$ cat config.mk
export PLATFORM = sky130hd
export DESIGN_NAME = gtq_ram
export DESIGN_NICKNAME = d
export VERILOG_FILES = /design/src/rtl/core/gtq_pkg.sv /design/src/rtl/core/gtq_ram.sv
export SDC_FILE = /design/constraint.sdc
export NUM_CORES = 2
export LEC_CHECK = 0
export BUFFER_PORTS_ARGS = -buffer_cell sky130_fd_sc_hd__buf_4
export CAP_MARGIN = 20
export CORE_AREA = 8 8 661 663
export DETAILED_ROUTE_END_ITERATION = 8
export DIE_AREA = 0 0 669 671
export MAX_ROUTING_LAYER = met4
export PLACE_DENSITY_LB_ADDON = 0.15
export SYNTH_ARGS = -nofsm -noshare
export SYNTH_HDL_FRONTEND = slang
export SYNTH_MEMORY_MAX_BITS = 65536
export SYNTH_SLANG_ARGS = --single-unit
$ cat constraint.sdc
create_clock -name clk -period 3.3 [get_ports clk]
set_clock_uncertainty 0.2 [all_clocks]
set_input_delay 0.66 -clock clk [delete_from_list [all_inputs] [get_ports clk]]
set_output_delay 0.66 -clock clk [all_outputs]
set_load 0.1 [all_outputs]
$ cat src/rtl/core/gtq_pkg.sv
// Shared types and constants of the groove template quantizer.
package gtq_pkg;

    localparam int MAX_STEPS_DEF     = 256;
    localparam int POSITION_BITS_DEF = 32;

    localparam int TR_W        = 16;
    localparam int SC_W        = 9;
    localparam int IDX_W       = 8;
    localparam int OFF_W       = 17;
    localparam int POS_FIELD_W = 32;
    localparam int STEP_FIELD_W = 8;

    localparam int CFG_IDX_W  = 8;
    localparam int CFG_DATA_W = 16;

    localparam int S_TDATA_W = 64;
    localparam int M_TDATA_W = 48;

    localparam int TR_RESET = 480;
    localparam int SC_RESET = 16;

    localparam logic [CFG_IDX_W-1:0] REG_TICK_RASTER = 8'd0;
    localparam logic [CFG_IDX_W-1:0] REG_STEP_COUNT  = 8'd1;

    typedef enum logic
    {
        REQ_QUANTIZE = 1'b0,
        REQ_WRITE    = 1'b1
    } req_type_t;

    typedef struct packed
    {
        logic advance;
        logic valid;
    } pipe_ctl_t;

endpackage

$ cat src/rtl/core/gtq_ram.sv
// Generic single-write, single-read RAM with a registered read port.
module gtq_ram #(
    parameter int WIDTH = gtq_pkg::OFF_W,
    parameter int DEPTH = gtq_pkg::MAX_STEPS_DEF
) (
    input  logic                     clk,
    input  logic                     wr_en,
    input  logic [$clog2(DEPTH)-1:0] wr_addr,
    input  logic [WIDTH-1:0]         wr_data,
    input  logic                     rd_en,
    input  logic [$clog2(DEPTH)-1:0] rd_addr,
    output logic [WIDTH-1:0]         rd_data
);

    logic [WIDTH-1:0] mem_reg [0:DEPTH-1];
    logic [WIDTH-1:0] rd_data_reg;

    always_ff @(posedge clk)
    begin
        if (wr_en)
        begin
            mem_reg[wr_addr] <= wr_data;
        end
        if (rd_en)
        begin
            rd_data_reg <= mem_reg[rd_addr];
        end
    end

    assign rd_data = rd_data_reg;

endmodule

# ---- Yosys cells after proc, flatten, opt, wreduce, memory -nomap -nowiden
# Memory sizes are Yosys's and may differ from the RTL's. A register that Yosys moved wholly into a read port is not among the register bits.
# Index checks and enable logic that the tools add are counted.
dict set report word_totals {
  regBits 0
  in_bits 36
  n_memories 1
  ramBits 4352
  wordCells 3
  out_inout_bits 17
}
dict set report classes {
  muxes 2
}
# memory depth word_bits rd rd_ports_with_merged_regs wr line_no
set mem_list {}
lappend mem_list {mem_reg 256 17 1 1 1 gtq_ram.sv:15} ;# logic [WIDTH-1:0] mem_reg [0:DEPTH-1];
# op n
set ops {}
lappend ops {{two-way mux 1 bit} 2}

# ---- Longest topological paths before layout
dict set report logic_depth {
  word_depth 2
  mapped_depth 13
  mapped_depth_nobuf 7
}

# ---- Worst setup path before layout
# OpenSTA, ideal clock, no wires.
dict set report synth_timing {
  kind {in2reg}
  startpoint {in rd_addr[0]}
  endpoint {reg rd_data_reg[13] (netlist: rd_data[13]), read port of mem_reg (data pin)}
  path_slack_ns 0.132
  n_path_buf 4
  cell_stages 9
  arrival_ns 2.712
  setup_ns 0.256
  path_cell_list {buf_6 > buf_12 > buf_12 > buf_2 > mux4_2 > mux4_2 > a22oi_1 > nand3_1 > and4_1}
}
# element line_no
set synth_lines {}
lappend synth_lines {{from (decl)} gtq_ram.sv:11} ;# input logic [$clog2(DEPTH)-1:0] rd_addr,
lappend synth_lines {{to (decl)} gtq_ram.sv:16} ;# logic [WIDTH-1:0] rd_data_reg;

==> metrics <==
gpl congestion=0.926; leakage power figure=65.1 nW; final core occ=0.472; Post-Syn Area per Cell=21.8 µm²; PwrDens=586 nW/µm²; Fill cells=about 35k; fin cells=~15k; outcome=complete, but fails checks; final number of setup-violating endpoints=5; H-tree depth=5; drt pass-1 iters=6; HP Class=in -> reg; maximum vdd drop=0.422 mV; initial antenna violation count=39; Max-Cap Viols=0; Root Driver=clkbuf_16; most common cell in the netlist=edfxtp_1; total clock sinks=~4.4k; count of flip-flops with a built-in enable after synthesis=~4.4k; die area=between 400000 and 500000 µm²; initial DRC count=10.4k; Tot Pwr=around 0.12 W; Die Wd=669 µm; pre-CTS setup slack=-1330 ps; Global Route Usage Sum=0.229; final wirelength=511000 µm; most frequent CP cell=buf_4; final hold vios=0; CTS Buffer Depth=4; Setup crit end kind=flop; Worst EP required=3860 ps; Final Critical Period=3430 ps; Post-synth top flop=edfxtp_1; DP Wirelength=324000 µm; area grow syn2layout=18.3%; fmax=292 MHz; crit path DAT=between 3000 and 4000 ps; Avg WL per Cell=33.6 µm; Slew @ Worst Pin=1190 ps; # DRC=0; Yosys top cell by area=edfxtp_1; Placed Cells=about 14k; Clock transition at path regs=60 ps; Ports=53; drt via density=5.75; fin nets=between 9k and 10k; Post-synth ARST share=0; CTS tree=built; CP Class=in -> reg; final-report max-slew violation count=0; fin crit share=1.04; FF/Latch Area=131000 µm²; FP Rows=240; Max stage delay on crit path=between 700 and 800 ps; synthesized area=170000 µm²; relative slew slack=0.204; TritonCTS buffer count=452; Worst path slowest cell=a211oi_1; footprint of the multi-input gates=35800 µm²; top cells by area, synth=edfxtp_1, mux4_2, mux2i_1; Synth cell types=73; first-pass GRT wire length=707000 µm; Setup WS post-layout=-129 ps; Worst-Skew Late Latency=1010 ps; Core ar.=~430000 µm²; cells along the critical path=buf_8, or2_4, buf_12, buf_4, o22ai_1, buf_4, nor2_1, a21oi_1, a211oi_1, nor2_1, buf_4, and4_1; layout cells sized above 1=0.325; cells after synthesis=7797; vias in the first global route=87.8k; yosys warns=0; post-synthesis register bit count=4369; Port Buffers=between 50 and 60; post-route ant nets=0; Synth top cells by count=edfxtp_1, mux4_2, mux2i_1; via count=87.3k; Critical Path Fanout Max=38; hold slack=96.3 ps; largest net degree at the start of global routing=116; Remaining Overflow, GRT=0; Chip Height=671 µm; max reg flops=4352; sequential-to-total area share from yosys stat=0.772; Synth top area share=0.772; failing checks=setup timing; effective utilization at floorplan=0.399; Mapped Nets=7833; Startpoint Class=input port
==> where the power goes <==
part	total (W)	leakage [nW]	switching [W]	internal, W
Sequential	0.0613	39.3	0.0000925	0.0612
Combinational	0.00712	18.9	0.00445	0.00267
Clock	0.0493	6.90	0.0213	0.0280
==> logic make-up after synthesis <==
group,share of synthesized area
compound gates,0.0270
flops,0.772
buf+inv,0.0214
mux,0.157
simple gates,0.0219
==> cell type report <==
| class | instances | share of cell area |
|---|---|---|
| Sequential cell | 4369 | 0.653 |
| Multi-Input combinational cell | 2957 | 0.178 |
| Timing Repair Buffer | 1307 | 0.0631 |
| Clock buffer | 549 | 0.0583 |
| Tap cell | 5687 | 0.0354 |
| Clock inverter | 273 | 0.0120 |
| Antenna cell | 33 | 0.000411 |
| Inverter | 5 | 0.000162 |
==> stage by stage <==
stage | TNS (ps) | cell area [µm²]
after floorplan | 0 | 170000
after global placement | -16640 | 187000
after detailed placement | -16620 | 187000
after CTS | -61.5 | 201000
after global routing | -156 | 201000
final | -349 | 201000
==> what timing repair did <==
item | 4_1_cts | 5_1_grt
gates resized for setup | 7 | 3
hold endpoints to repair | 391 | 0
pin swaps | 2 | 0
cloned | 0 | 0
hold buffers | 15 | 0
setup buffers | 4 | 0
setup endpoints to repair | 6 | 3
==> critical path: cells and delay by family <==
kind | cells | cell delay, ps
AOI/OAI and AO/OA | 3 | 1260
and+or+nand+nor | 4 | 670
buffers and inverters | 5 | 1300
==> routing by layer <==
layer,wire length (µm),track usage,vias up,share of wire
met5,0,-,-,0
met4,16000,0.0620,0,0.031
met3,33700,0.0338,700,0.066
met2,238000,0.349,3268,0.47
met1,223000,0.325,47600,0.44
li1,-,-,35700,-
==> cells in the final DEF (no fill, tap or decap), types with 19 or more instances in the layout <==
cell	count
edfxtp_1	4369
buf_4	1058
mux4_2	897
mux2i_1	509
clkbuf_16	454
nor2_2	221
nand2_1	215
buf_12	211
o22ai_1	186
o221ai_1	134
clkinv_1	121
nor2_1	111
a21oi_1	108
nor3_1	107
clkbuf_1	95
clkinv_2	84
nand3_1	55
mux4_1	46
o21ai_0	42
bufinv_16	36
diode_2	33
a22oi_1	33
nand4_1	21
mux2_2	20
buf_8	19
==> path summary, 6_finish.rpt <==
| check | to | start | cells past startpoint | slack (ps) |
|---|---|---|---|---|
| setup / recovery | rd_data[6]$_DFFE_PP_ | rd_addr[1] | 12 | -130 |
| hold / removal | mem_reg[123][16]$_DFFE_PP_ | wr_data[16] | 1 | 100 |
| setup reg to reg | rd_data[13]$_DFFE_PP_ | mem_reg[147][13]$_DFFE_PP_ | 6 | 40 |
| hold reg to reg | rd_data[8]$_DFFE_PP_ | mem_reg[46][8]$_DFFE_PP_ | 6 | 920 |
Note: power is estimated with default switching activity, not from simulation.
