**config.mk**
```make
export PLATFORM = sky130hd
export DESIGN_NAME = gtq_divider
export DESIGN_NICKNAME = d
export VERILOG_FILES = /design/src/rtl/core/gtq_pkg.sv /design/src/rtl/core/gtq_divider.sv
export SDC_FILE = /design/constraint.sdc
export NUM_CORES = 1
export LEC_CHECK = 0
export ABC_AREA = 1
export BUFFER_PORTS_ARGS = -buffer_cell sky130_fd_sc_hd__buf_2
export CORE_MARGIN = 4
export CORE_UTILIZATION = 28
export DETAILED_ROUTE_END_ITERATION = 12
export SLEW_MARGIN = 20
export SYNTH_ARGS = -nofsm -noshare
export SYNTH_HDL_FRONTEND = slang
export SYNTH_SLANG_ARGS = --single-unit
```
**constraint.sdc**
```tcl
create_clock -name clk -period 2.6 [get_ports clk]
set_clock_uncertainty 0.2 [all_clocks]
set_input_delay 0.39 -clock clk [delete_from_list [all_inputs] [get_ports clk]]
set_output_delay 0.39 -clock clk [all_outputs]
set_load 0.05 [all_outputs]
```
**src/rtl/core/gtq_pkg.sv**
```systemverilog
// Shared types and constants of the groove template quantizer.
package gtq_pkg;

    localparam int MAX_STEPS_DEF     = 256;
    localparam int POSITION_BITS_DEF = 32;

    localparam int TR_W        = 16;
    localparam int SC_W        = 9;
    localparam int IDX_W       = 8;
    localparam int OFF_W       = 17;
    localparam int POS_FIELD_W = 32;
    localparam int STEP_FIELD_W = 8;

    localparam int CFG_IDX_W  = 8;
    localparam int CFG_DATA_W = 16;

    localparam int S_TDATA_W = 64;
    localparam int M_TDATA_W = 48;

    localparam int TR_RESET = 480;
    localparam int SC_RESET = 16;

    localparam logic [CFG_IDX_W-1:0] REG_TICK_RASTER = 8'd0;
    localparam logic [CFG_IDX_W-1:0] REG_STEP_COUNT  = 8'd1;

    typedef enum logic
    {
        REQ_QUANTIZE = 1'b0,
        REQ_WRITE    = 1'b1
    } req_type_t;

    typedef struct packed
    {
        logic advance;
        logic valid;
    } pipe_ctl_t;

endpackage

```
**src/rtl/core/gtq_divider.sv**
```systemverilog
// Pipelined restoring divider, one quotient bit per stage, with a carried sideband.
module gtq_divider #(
    parameter int N = 32,
    parameter int D = 16,
    parameter int Q = 8,
    parameter int S = 1
) (
    input  logic                 clk,
    input  logic                 rst_n,
    input  gtq_pkg::pipe_ctl_t   ctl,
    input  logic [N-1:0]         dividend,
    input  logic [D-1:0]         divisor,
    input  logic [S-1:0]         side_in,
    output logic                 out_valid,
    output logic [Q-1:0]         quotient,
    output logic [D-1:0]         remainder,
    output logic [S-1:0]         side_out
);

    // The dividend must be below divisor * 2**Q and the divisor must stay
    // stable while items are in flight.
    logic         vld_reg  [0:Q];
    logic [D-1:0] rem_reg  [0:Q];
    logic [Q-1:0] low_reg  [0:Q];
    logic [Q-1:0] quo_reg  [0:Q];
    logic [S-1:0] side_reg [0:Q];

    logic [D-1:0] rem_next [1:Q];
    logic [Q-1:0] low_next [1:Q];
    logic [Q-1:0] quo_next [1:Q];
    logic [D:0]   trial    [0:Q-1];
    logic         take_bit [0:Q-1];

    always_comb
    begin
        for (int k = 0; k < Q; k++)
        begin
            trial[k]      = {rem_reg[k], low_reg[k][Q-1]};
            take_bit[k]   = (trial[k] >= {1'b0, divisor});
            rem_next[k+1] = take_bit[k] ? D'(trial[k] - {1'b0, divisor}) : D'(trial[k]);
            quo_next[k+1] = Q'({quo_reg[k], take_bit[k]});
            low_next[k+1] = low_reg[k] << 1;
        end
    end

    always_ff @(posedge clk or negedge rst_n)
    begin
        if (!rst_n)
        begin
            for (int k = 0; k <= Q; k++)
            begin
                vld_reg[k] <= 1'b0;
            end
        end
        else if (ctl.advance)
        begin
            vld_reg[0] <= ctl.valid;
            for (int k = 1; k <= Q; k++)
            begin
                vld_reg[k] <= vld_reg[k-1];
            end
        end
    end

    always_ff @(posedge clk)
    begin
        if (ctl.advance)
        begin
            rem_reg[0]  <= D'(dividend >> Q);
            low_reg[0]  <= Q'(dividend);
            quo_reg[0]  <= '0;
            side_reg[0] <= side_in;
            for (int k = 1; k <= Q; k++)
            begin
                rem_reg[k]  <= rem_next[k];
                low_reg[k]  <= low_next[k];
                quo_reg[k]  <= quo_next[k];
                side_reg[k] <= side_reg[k-1];
            end
        end
    end

    assign out_valid = vld_reg[Q];
    assign quotient  = quo_reg[Q];
    assign remainder = rem_reg[Q];
    assign side_out  = side_reg[Q];

endmodule

```
* Word level (Yosys, flattened, before mapping)
Memory sizes are Yosys's and may differ from the RTL's. Index checks and enable logic that the tools add are counted.
Cells by class: order comparisons 8, mux-type cells 10, add/subtract/negate cells 8
Operators with widths (number):
- $ge A17 B16 Y1 | 8
- $mux W16 | 8
- $sub A16 B16 Y16 | 8
- $mux W1 | 2
Word-level totals: register bits after elaboration 9, memories 4, input bits 53, bits in writable memories 297, output and inout port bits 26
Memories:
- rem_reg | depth 9, width 16, rd ports 9, clocked after memory_dff 0, write ports 9, line gtq_divider.sv:23 | logic [D-1:0] rem_reg [0:Q];
- low_reg | depth 9, width 8, rd ports 8, clocked after memory_dff 0, write ports 9, line gtq_divider.sv:24 | logic [Q-1:0] low_reg [0:Q];
- quo_reg | depth 9, width 8, rd ports 9, clocked after memory_dff 0, write ports 9, line gtq_divider.sv:25 | logic [Q-1:0] quo_reg [0:Q];
- side_reg | depth 9, width 1, rd ports 9, clocked after memory_dff 0, write ports 9, line gtq_divider.sv:26 | logic [S-1:0] side_reg [0:Q];

* Depth between registers and ports, before layout
Gate-level depths: netlist (run 1). An unclocked memory read counts as a cell.
depth after elaboration 3, gate-level depth with buffers 15, mapped depth without buffers 13

* Worst setup path before layout (run 1)
Ideal clock, no wire load.
kind input to register, from input port divisor[2], to memory rem_reg[7][3], in the netlist rem_reg[0][115] (data pin), data required time 2.148 ns, library setup time 0.252 ns, buffers on the path 3, arrival 1.795 ns, stages on the path 15, path slack 0.353 ns, cells stage by stage inv_1 > ha_1 > buf_2 > nand2_1 > nand2_1 > nand2_1 > nand2_1 > nand2_1 > nand3_2 > nand2_1 > nand2_2 > buf_6 > buf_12 > nand2_1 > nand2_1
RTL lines:
- start: declaration | line gtq_divider.sv:12 | input logic [D-1:0] divisor,
- end: declaration | line gtq_divider.sv:23

==> metrics.yaml, run 1 <==
run_status:
  status: "complete, no violations"
final_layout:
  syn2layout_area_growth_pct: 21.3
  fillCellCount: 6575
  largest_register_ffs: 144
  drive_gt1_share_pct: 11.9
  nets: 2802
  stdcell_area_mm2: 0.0213
  diodes: 0
yosys:
  ys_ff_latch: 234
  synth_adder_area_share_pct: 10.0
  synthArstFlopShare_pct: 3.85
  synth_ff_type: "edfxtp_1"
  synthXorXnorAreaFrac_pct: 2.39
  synth_edf_count: 225
  synth.avg_cell_area_um2: 7.39
  synth_top_family_by_area: "simple AND/OR/NAND/NOR gates"
  synth-simple-area-share_pct: 34.2
  synth_top_cell_by_area: "edfxtp_1"
  seq_area_frac_synth_pct: 39.7
  yosysUniqueCellTypes: 38
  synth_commonest_cells: "974 x nand2_1, 404 x inv_1, 225 x edfxtp_1, 211 x nand3_1, 128 x ha_1"
  synth_compound_area_share_pct: 2.93
  synth_cells: 2382
  synth_mux_area_share_pct: 0.0640
  synth-warning-count: 0
  yosysMostFrequentCell: "nand2_1"
  synth_area_mm2: 0.0176
  synth_area_leaders: "edfxtp_1 38%, nand2_1 21%, ha_1 9.1%, inv_1 8.6%, nand3_1 6.0%"
  netlist.area_leader.share_pct: 38.4
  syn_nets: 2571
global_route:
  globalRouteOverflowTotal: 0
  grt_pass1_wl_um: 75700
  grt_pass1_vias: 14500
  antenna_found_initial: 1
  grt.total_usage_pct: 14.0
  grt_max_degree: 56
route:
  drt-total-wl_um: 47700
  remaining_drc_errors: 0
  drt-initial-drc-count: 846
  drtAntennaViolNets: 0
  viasPerCell: 4.38
  wl_per_cell_um: 13.7
  drt_pass1_iterations: 5
  vias: 15200
clocking:
  cts_tree: "built"
  clkSinkCount: 234
  clkTransAtPathRegs_ns: 0.06
  cts_resized: 0
  clockBufferDepth: 3
  htreeDepth: 1
  clock_latency_ns: 0.59
  cts_root_buf: "clkbuf_16"
  numCtsBuffers: 31
  postCtsHoldBufs: 28
  post-cts-setup-buffers: 0
place:
  place_congestion: 0.891
  placed_area_mm2: 0.0201
  io_buffers: 70
  dpl.hpwl_um: 36900
worst_setup_path:
  cp_max_fo: 9
  critPathArrivalTime_ns: 2.46
  worstPathRequired_ns: 2.73
  worst-path-buf-inv: 2
  crit_chain: "ha_1, nand2_1, inv_1, nand2_1, nor3_1, nand2_2, buf_4, nand3_1, nand2_1"
  cp_common_cell: "nand2_1"
  crit_type: "reg2reg"
  cp-start-kind: "register"
  slowest_stage: "edfxtp_1"
  critPathTopFamily: "simple AND/OR/NAND/NOR gates"
  end_kind: "register"
  critPathMaxStageDelay_ns: 0.46
floorplan:
  fp.dieW_um: 259
  die-area_mm2: 0.0669
  die_h_um: 259
  io_pins: 79
  core-area_mm2: 0.0619
  start_util_pct: 28.4
  rows: 91
power_and_ir_drop:
  p_clk_share_pct: 20.2
  p_per_area_mw_per_mm2: 960
  seqPwrFrac_pct: 29.9
  p_int_mw: 11.8
  p_comb_share_pct: 49.9
  leakagePower_nw: 11.2
  swShare_pct: 42.2
  netSwitchingPower_mw: 8.64
  vdd.ir_drop.worst_uv: 557
sta:
  fmax_ghz: 0.430
  rsz0062_at_grt: "no"
  fin_crit_sh_pct: 89.3
  hold_violations: 0
  worstMarginPinSlew_ns: 0.451
  finalCriticalPeriod_ns: 2.32
  finalSetupViolCount: 0
  tns_ns: 0
  maxSlewViolCount: 0
  slew_headroom_pct: 69.9
flow_run:
  max-cap-violations: 0
hold_path:
  hold_path_class: "in2reg"
cell families (layout without fill, tap and decap cells):
| family | Yosys count | count (layout) |
|---|---|---|
| compound gates | 97 | 97 |
| xor+xnor | 48 | 48 |
| fa+ha+maj | 136 | 136 |
| buf+inv | 455 | 708 |
| flops | 234 | 234 |
| mux | 1 | 1 |
| simple gates | 1411 | 1411 |
power groups by stage:
stage	sequential [mW]	combinational, mW	clock, mW
2_1_floorplan	5.97	7.50	0
3_3_place_gp	6.19	10.1	0
3_5_place_dp	6.19	10.2	0
4_1_cts	6.12	10.2	4.30
5_1_grt	6.20	11.7	4.46
6_report	6.12	10.2	4.15
worst reg2reg max path, cell delays in order, from the launching register on:
cell and delay [ns]:
edfxtp_1 0.46, ha_1 0.41, nand2_1 0.10, inv_1 0.08, nand2_1 0.10, nor3_1 0.24
nand2_2 0.14, buf_4 0.19, nand3_1 0.08, nand2_1 0.07
routing by layer:
metal | global-route usage [%] | vias up | wire length (um) | part of all wire (%)
met1 | 17.8 | 6803 | 21300 | 45
met4 | 4.62 | 0 | 1770 | 3.7
met5 | 0 | - | 0 | 0
li1 | - | 8032 | - | -
met2 | 24.7 | 288 | 22900 | 48
met3 | 1.89 | 87 | 1810 | 3.8
placed cells by master (no fill, tap or decap), types with 8 or more instances in the layout:
cell	count
nand2_1	974
inv_1	404
edfxtp_1	225
nand3_1	211
ha_1	128
buf_4	120
nor2_1	93
a21oi_1	76
buf_2	69
xor2_1	38
nand4_1	32
clkbuf_16	31
dlygate4sd3_1	28
buf_12	26
nor3_1	25
nand3b_1	20
nand2_2	10
xnor2_1	10
nand3_2	9
nand2_4	9
dfrtp_1	9
o21ai_0	8
fa_1	8
final timing paths:
check                                    startpoint  cells past startpoint                  endpoint  slack [ns]
max                        rem_reg[0][42]$_DFFE_PP_                      9  rem_reg[0][59]$_DFFE_PP_        0.28
min                                          ctl[1]                      3    vld_reg[4]$_DFFE_PN0P_        0.04
max reg2reg                rem_reg[0][42]$_DFFE_PP_                      9  rem_reg[0][59]$_DFFE_PP_        0.28
min reg2reg                 quo_reg[4][1]$_DFFE_PP_                      0   quo_reg[5][2]$_DFFE_PP_        0.21
max in group asynchronous                     rst_n                      3    vld_reg[1]$_DFFE_PN0P_        1.33
min in group asynchronous                     rst_n                      3    vld_reg[3]$_DFFE_PN0P_        0.58
layout make-up:
type / instances / area, um^2 / share of cell area [%]
well taps: 837 / 1050 / 4.91
multi-input cells: 1693 / 8730 / 40.9
inverters: 409 / 1540 / 7.20
repair buffers: 244 / 2060 / 9.66
clock buffers: 34 / 787 / 3.69
flip-flops and latches: 234 / 6980 / 32.7
clock inverters: 21 / 195 / 0.915
metrics by stage:
step / power [mW] / instances / utilization, % / hold WS, ns / setup WS [ns]
5_1_grt: 22.3 / 3472 / 34.4 / 0.0455 / 0.0909
2_1_floorplan: 13.5 / 2382 / - / -0.106 / 0.353
3_5_place_dp: 16.4 / 3389 / 32.4 / 0.0511 / -0.0694
6_report: 20.5 / 3472 / 34.4 / 0.0366 / 0.277
4_1_cts: 20.7 / 3472 / 34.4 / 0.0228 / 0.281
3_3_place_gp: 16.3 / 3389 / 32.4 / 0.0465 / -0.0787
(Power assumes the default switching activity.)
==> run 2, diff against run 1 <==
--- a/config.mk
+++ b/config.mk
@@ -6,10 +6,11 @@
 export NUM_CORES = 1
 export LEC_CHECK = 0
 export ABC_AREA = 1
-export BUFFER_PORTS_ARGS = -buffer_cell sky130_fd_sc_hd__buf_2
+export BUFFER_PORTS_ARGS = -buffer_cell sky130_fd_sc_hd__buf_4
 export CORE_MARGIN = 4
 export CORE_UTILIZATION = 28
 export DETAILED_ROUTE_END_ITERATION = 12
+export PLACE_DENSITY = 0.51
 export SLEW_MARGIN = 20
 export SYNTH_ARGS = -nofsm -noshare
 export SYNTH_HDL_FRONTEND = slang
==> metrics.yaml, run 2 (synthesized netlist as in run 1, its figures left out) <==
sta:
  slew_headroom_pct: 72.1  # +2.2 points
  maxSlewViolCount: 0  # unchanged
  rsz0062_at_grt: "no"
  finalCriticalPeriod_ns: 2.42  # +0.100 ns
  tns_ns: 0  # unchanged
  hold_violations: 0  # unchanged
  finalSetupViolCount: 0  # unchanged
  worstMarginPinSlew_ns: 0.417  # -0.0341 ns
  fin_crit_sh_pct: 93.2  # +3.9 points
  fmax_ghz: 0.413  # -4.1%
run_status:
  status: "complete, no violations"
clocking:
  post-cts-setup-buffers: 0  # unchanged
  numCtsBuffers: 28  # -9.7%
  clkTransAtPathRegs_ns: 0.06  # about the same
  cts_tree: "built"
  clkSinkCount: 234  # unchanged
  clockBufferDepth: 3  # unchanged
  postCtsHoldBufs: 28  # unchanged
  cts_root_buf: "clkbuf_16"
  htreeDepth: 1  # unchanged
  clock_latency_ns: 0.56  # -0.03 ns
  cts_resized: 0  # unchanged
floorplan:
  io_pins: 79  # unchanged
  rows: 91  # unchanged
  start_util_pct: 28.4  # unchanged
  core-area_mm2: 0.0619  # unchanged
  die-area_mm2: 0.0669  # unchanged
  fp.dieW_um: 259  # unchanged
  die_h_um: 259  # unchanged
global_route:
  grt_pass1_wl_um: 82500  # +9.0%
  grt_max_degree: 62  # +11%
  grt.total_usage_pct: 15.4  # +1.4 points
  antenna_found_initial: 0  # -1
  globalRouteOverflowTotal: 0  # unchanged
  grt_pass1_vias: 15400  # +6.3%
final_layout:
  layout_common_cells: "974 x nand2_1, 404 x inv_1, 320 x buf_4"
  syn2layout_area_growth_pct: 27.1
  largest_register_ffs: 144  # unchanged
  nets: 2926  # +4.4%
  drive_gt1_share_pct: 15.8  # +3.9 points
  stdcell_count: 3595  # +3.5%
  finalCoreUtilization_pct: 36.1  # +1.7 points
  final_common_cell: "nand2_1"
  diodes: 0  # unchanged
route:
  drt-total-wl_um: 52100  # +9.3%
  drt-initial-drc-count: 999  # +18%
  wl_per_cell_um: 14.5  # +5.5%
  drt_pass1_iterations: 5  # unchanged
  viasPerCell: 4.41  # +0.59%
  vias: 15800  # +4.2%
  remaining_drc_errors: 0  # unchanged
  drtAntennaViolNets: 0  # unchanged
worst_setup_path:
  end_kind: "register"
  crit_type: "reg2reg"
  worstPathRequired_ns: 2.69  # -0.04 ns
  cp_max_fo: 16  # +7
  rrSetupSlack_ns: 0.18  # -0.10 ns
  critPathArrivalTime_ns: 2.51  # +0.05 ns
  cp-start-kind: "register"
power_and_ir_drop:
  vdd.ir_drop.worst_uv: 499  # -10%
  p_per_area_mw_per_mm2: 961  # +0.11%
  p_total_mw: 21.5  # +4.9%
  leakagePower_nw: 11.8  # +5.6%
hold_path:
  hold_path_class: "in2reg"
place:
  io_buffers: 70  # unchanged
  place_inst: 3516  # +3.7%
  place_congestion: 0.875  # -1.8%
  dpl.hpwl_um: 40100  # +8.7%
flow_run:
  max-cap-violations: 0  # unchanged
run 2: cell count changes in the layout (fill, tap and decap cells not counted), sizes merged:
cell | previous run | this run
clkinvlp | 3 | 0
bufinv | 3 | 4
buf | 216 | 343
inv | 411 | 409
run 2: path summary, 6_finish.rpt:
check                      depth (start not counted)                      from                       end
max in group asynchronous                          3                     rst_n    vld_reg[1]$_DFFE_PN0P_
max reg2reg                                       11  rem_reg[0][25]$_DFFE_PP_  rem_reg[0][34]$_DFFE_PP_
min in group asynchronous                          3                     rst_n    vld_reg[3]$_DFFE_PN0P_
max                                               11  rem_reg[0][25]$_DFFE_PP_  rem_reg[0][34]$_DFFE_PP_
min                                                3                    ctl[1]    vld_reg[2]$_DFFE_PN0P_
min reg2reg                                        0  low_reg[0][28]$_DFFE_PP_  low_reg[0][37]$_DFFE_PP_
run 2: routing by layer:
| metal | vias to the layer above | wire (um) | track usage, % |
|---|---|---|---|
| li1 | 8276 | - | - |
| met1 | 7195 | 23500 | 19.8 |
| met2 | 281 | 24400 | 26.5 |
| met3 | 90 | 2100 | 2.39 |
| met4 | 0 | 2110 | 5.22 |
| met5 | - | 0 | 0 |
run 2: per-stage QoR:
step                      setup slack [ns]  hold slack, ns  area [um^2]
after global routing                0.0232          0.0310        22400
after floorplan                      0.353          -0.106        17600
after CTS                            0.189         0.00597        22400
final                                0.177          0.0377        22400
after global placement             -0.0479          0.0122        21100
after detailed placement           -0.0643          0.0194        21100
run 2: cell type report:
cell class / instances / area (um^2)
Clock inverter: 17 / 193
Fill cell: 6492 / 39600
Inverter: 409 / 1540
Sequential cell: 234 / 6980
Tap cell: 837 / 1050
Multi-Input combinational cell: 1693 / 8730
Timing Repair Buffer: 371 / 3140
Clock buffer: 34 / 744
run 2: worst max-delay path, cell delays in order (launching register included):
cell and delay [ns]:
edfxtp_1 0.47, ha_1 0.42, nand2_1 0.10, inv_1 0.10, nand2_1 0.07, nor2_1 0.14
nand3b_1 0.10, nand2_1 0.11, nor2_4 0.05, buf_4 0.20, nand3_1 0.09, nand2_1 0.10
run 2: where the power goes:
group | total, mW | switching [mW] | internal (mW)
logic | 11.3 | 6.70 | 4.63
registers | 6.14 | 0.601 | 5.54
clock network | 4.02 | 1.60 | 2.43
total | 21.5 | 8.90 | 12.6
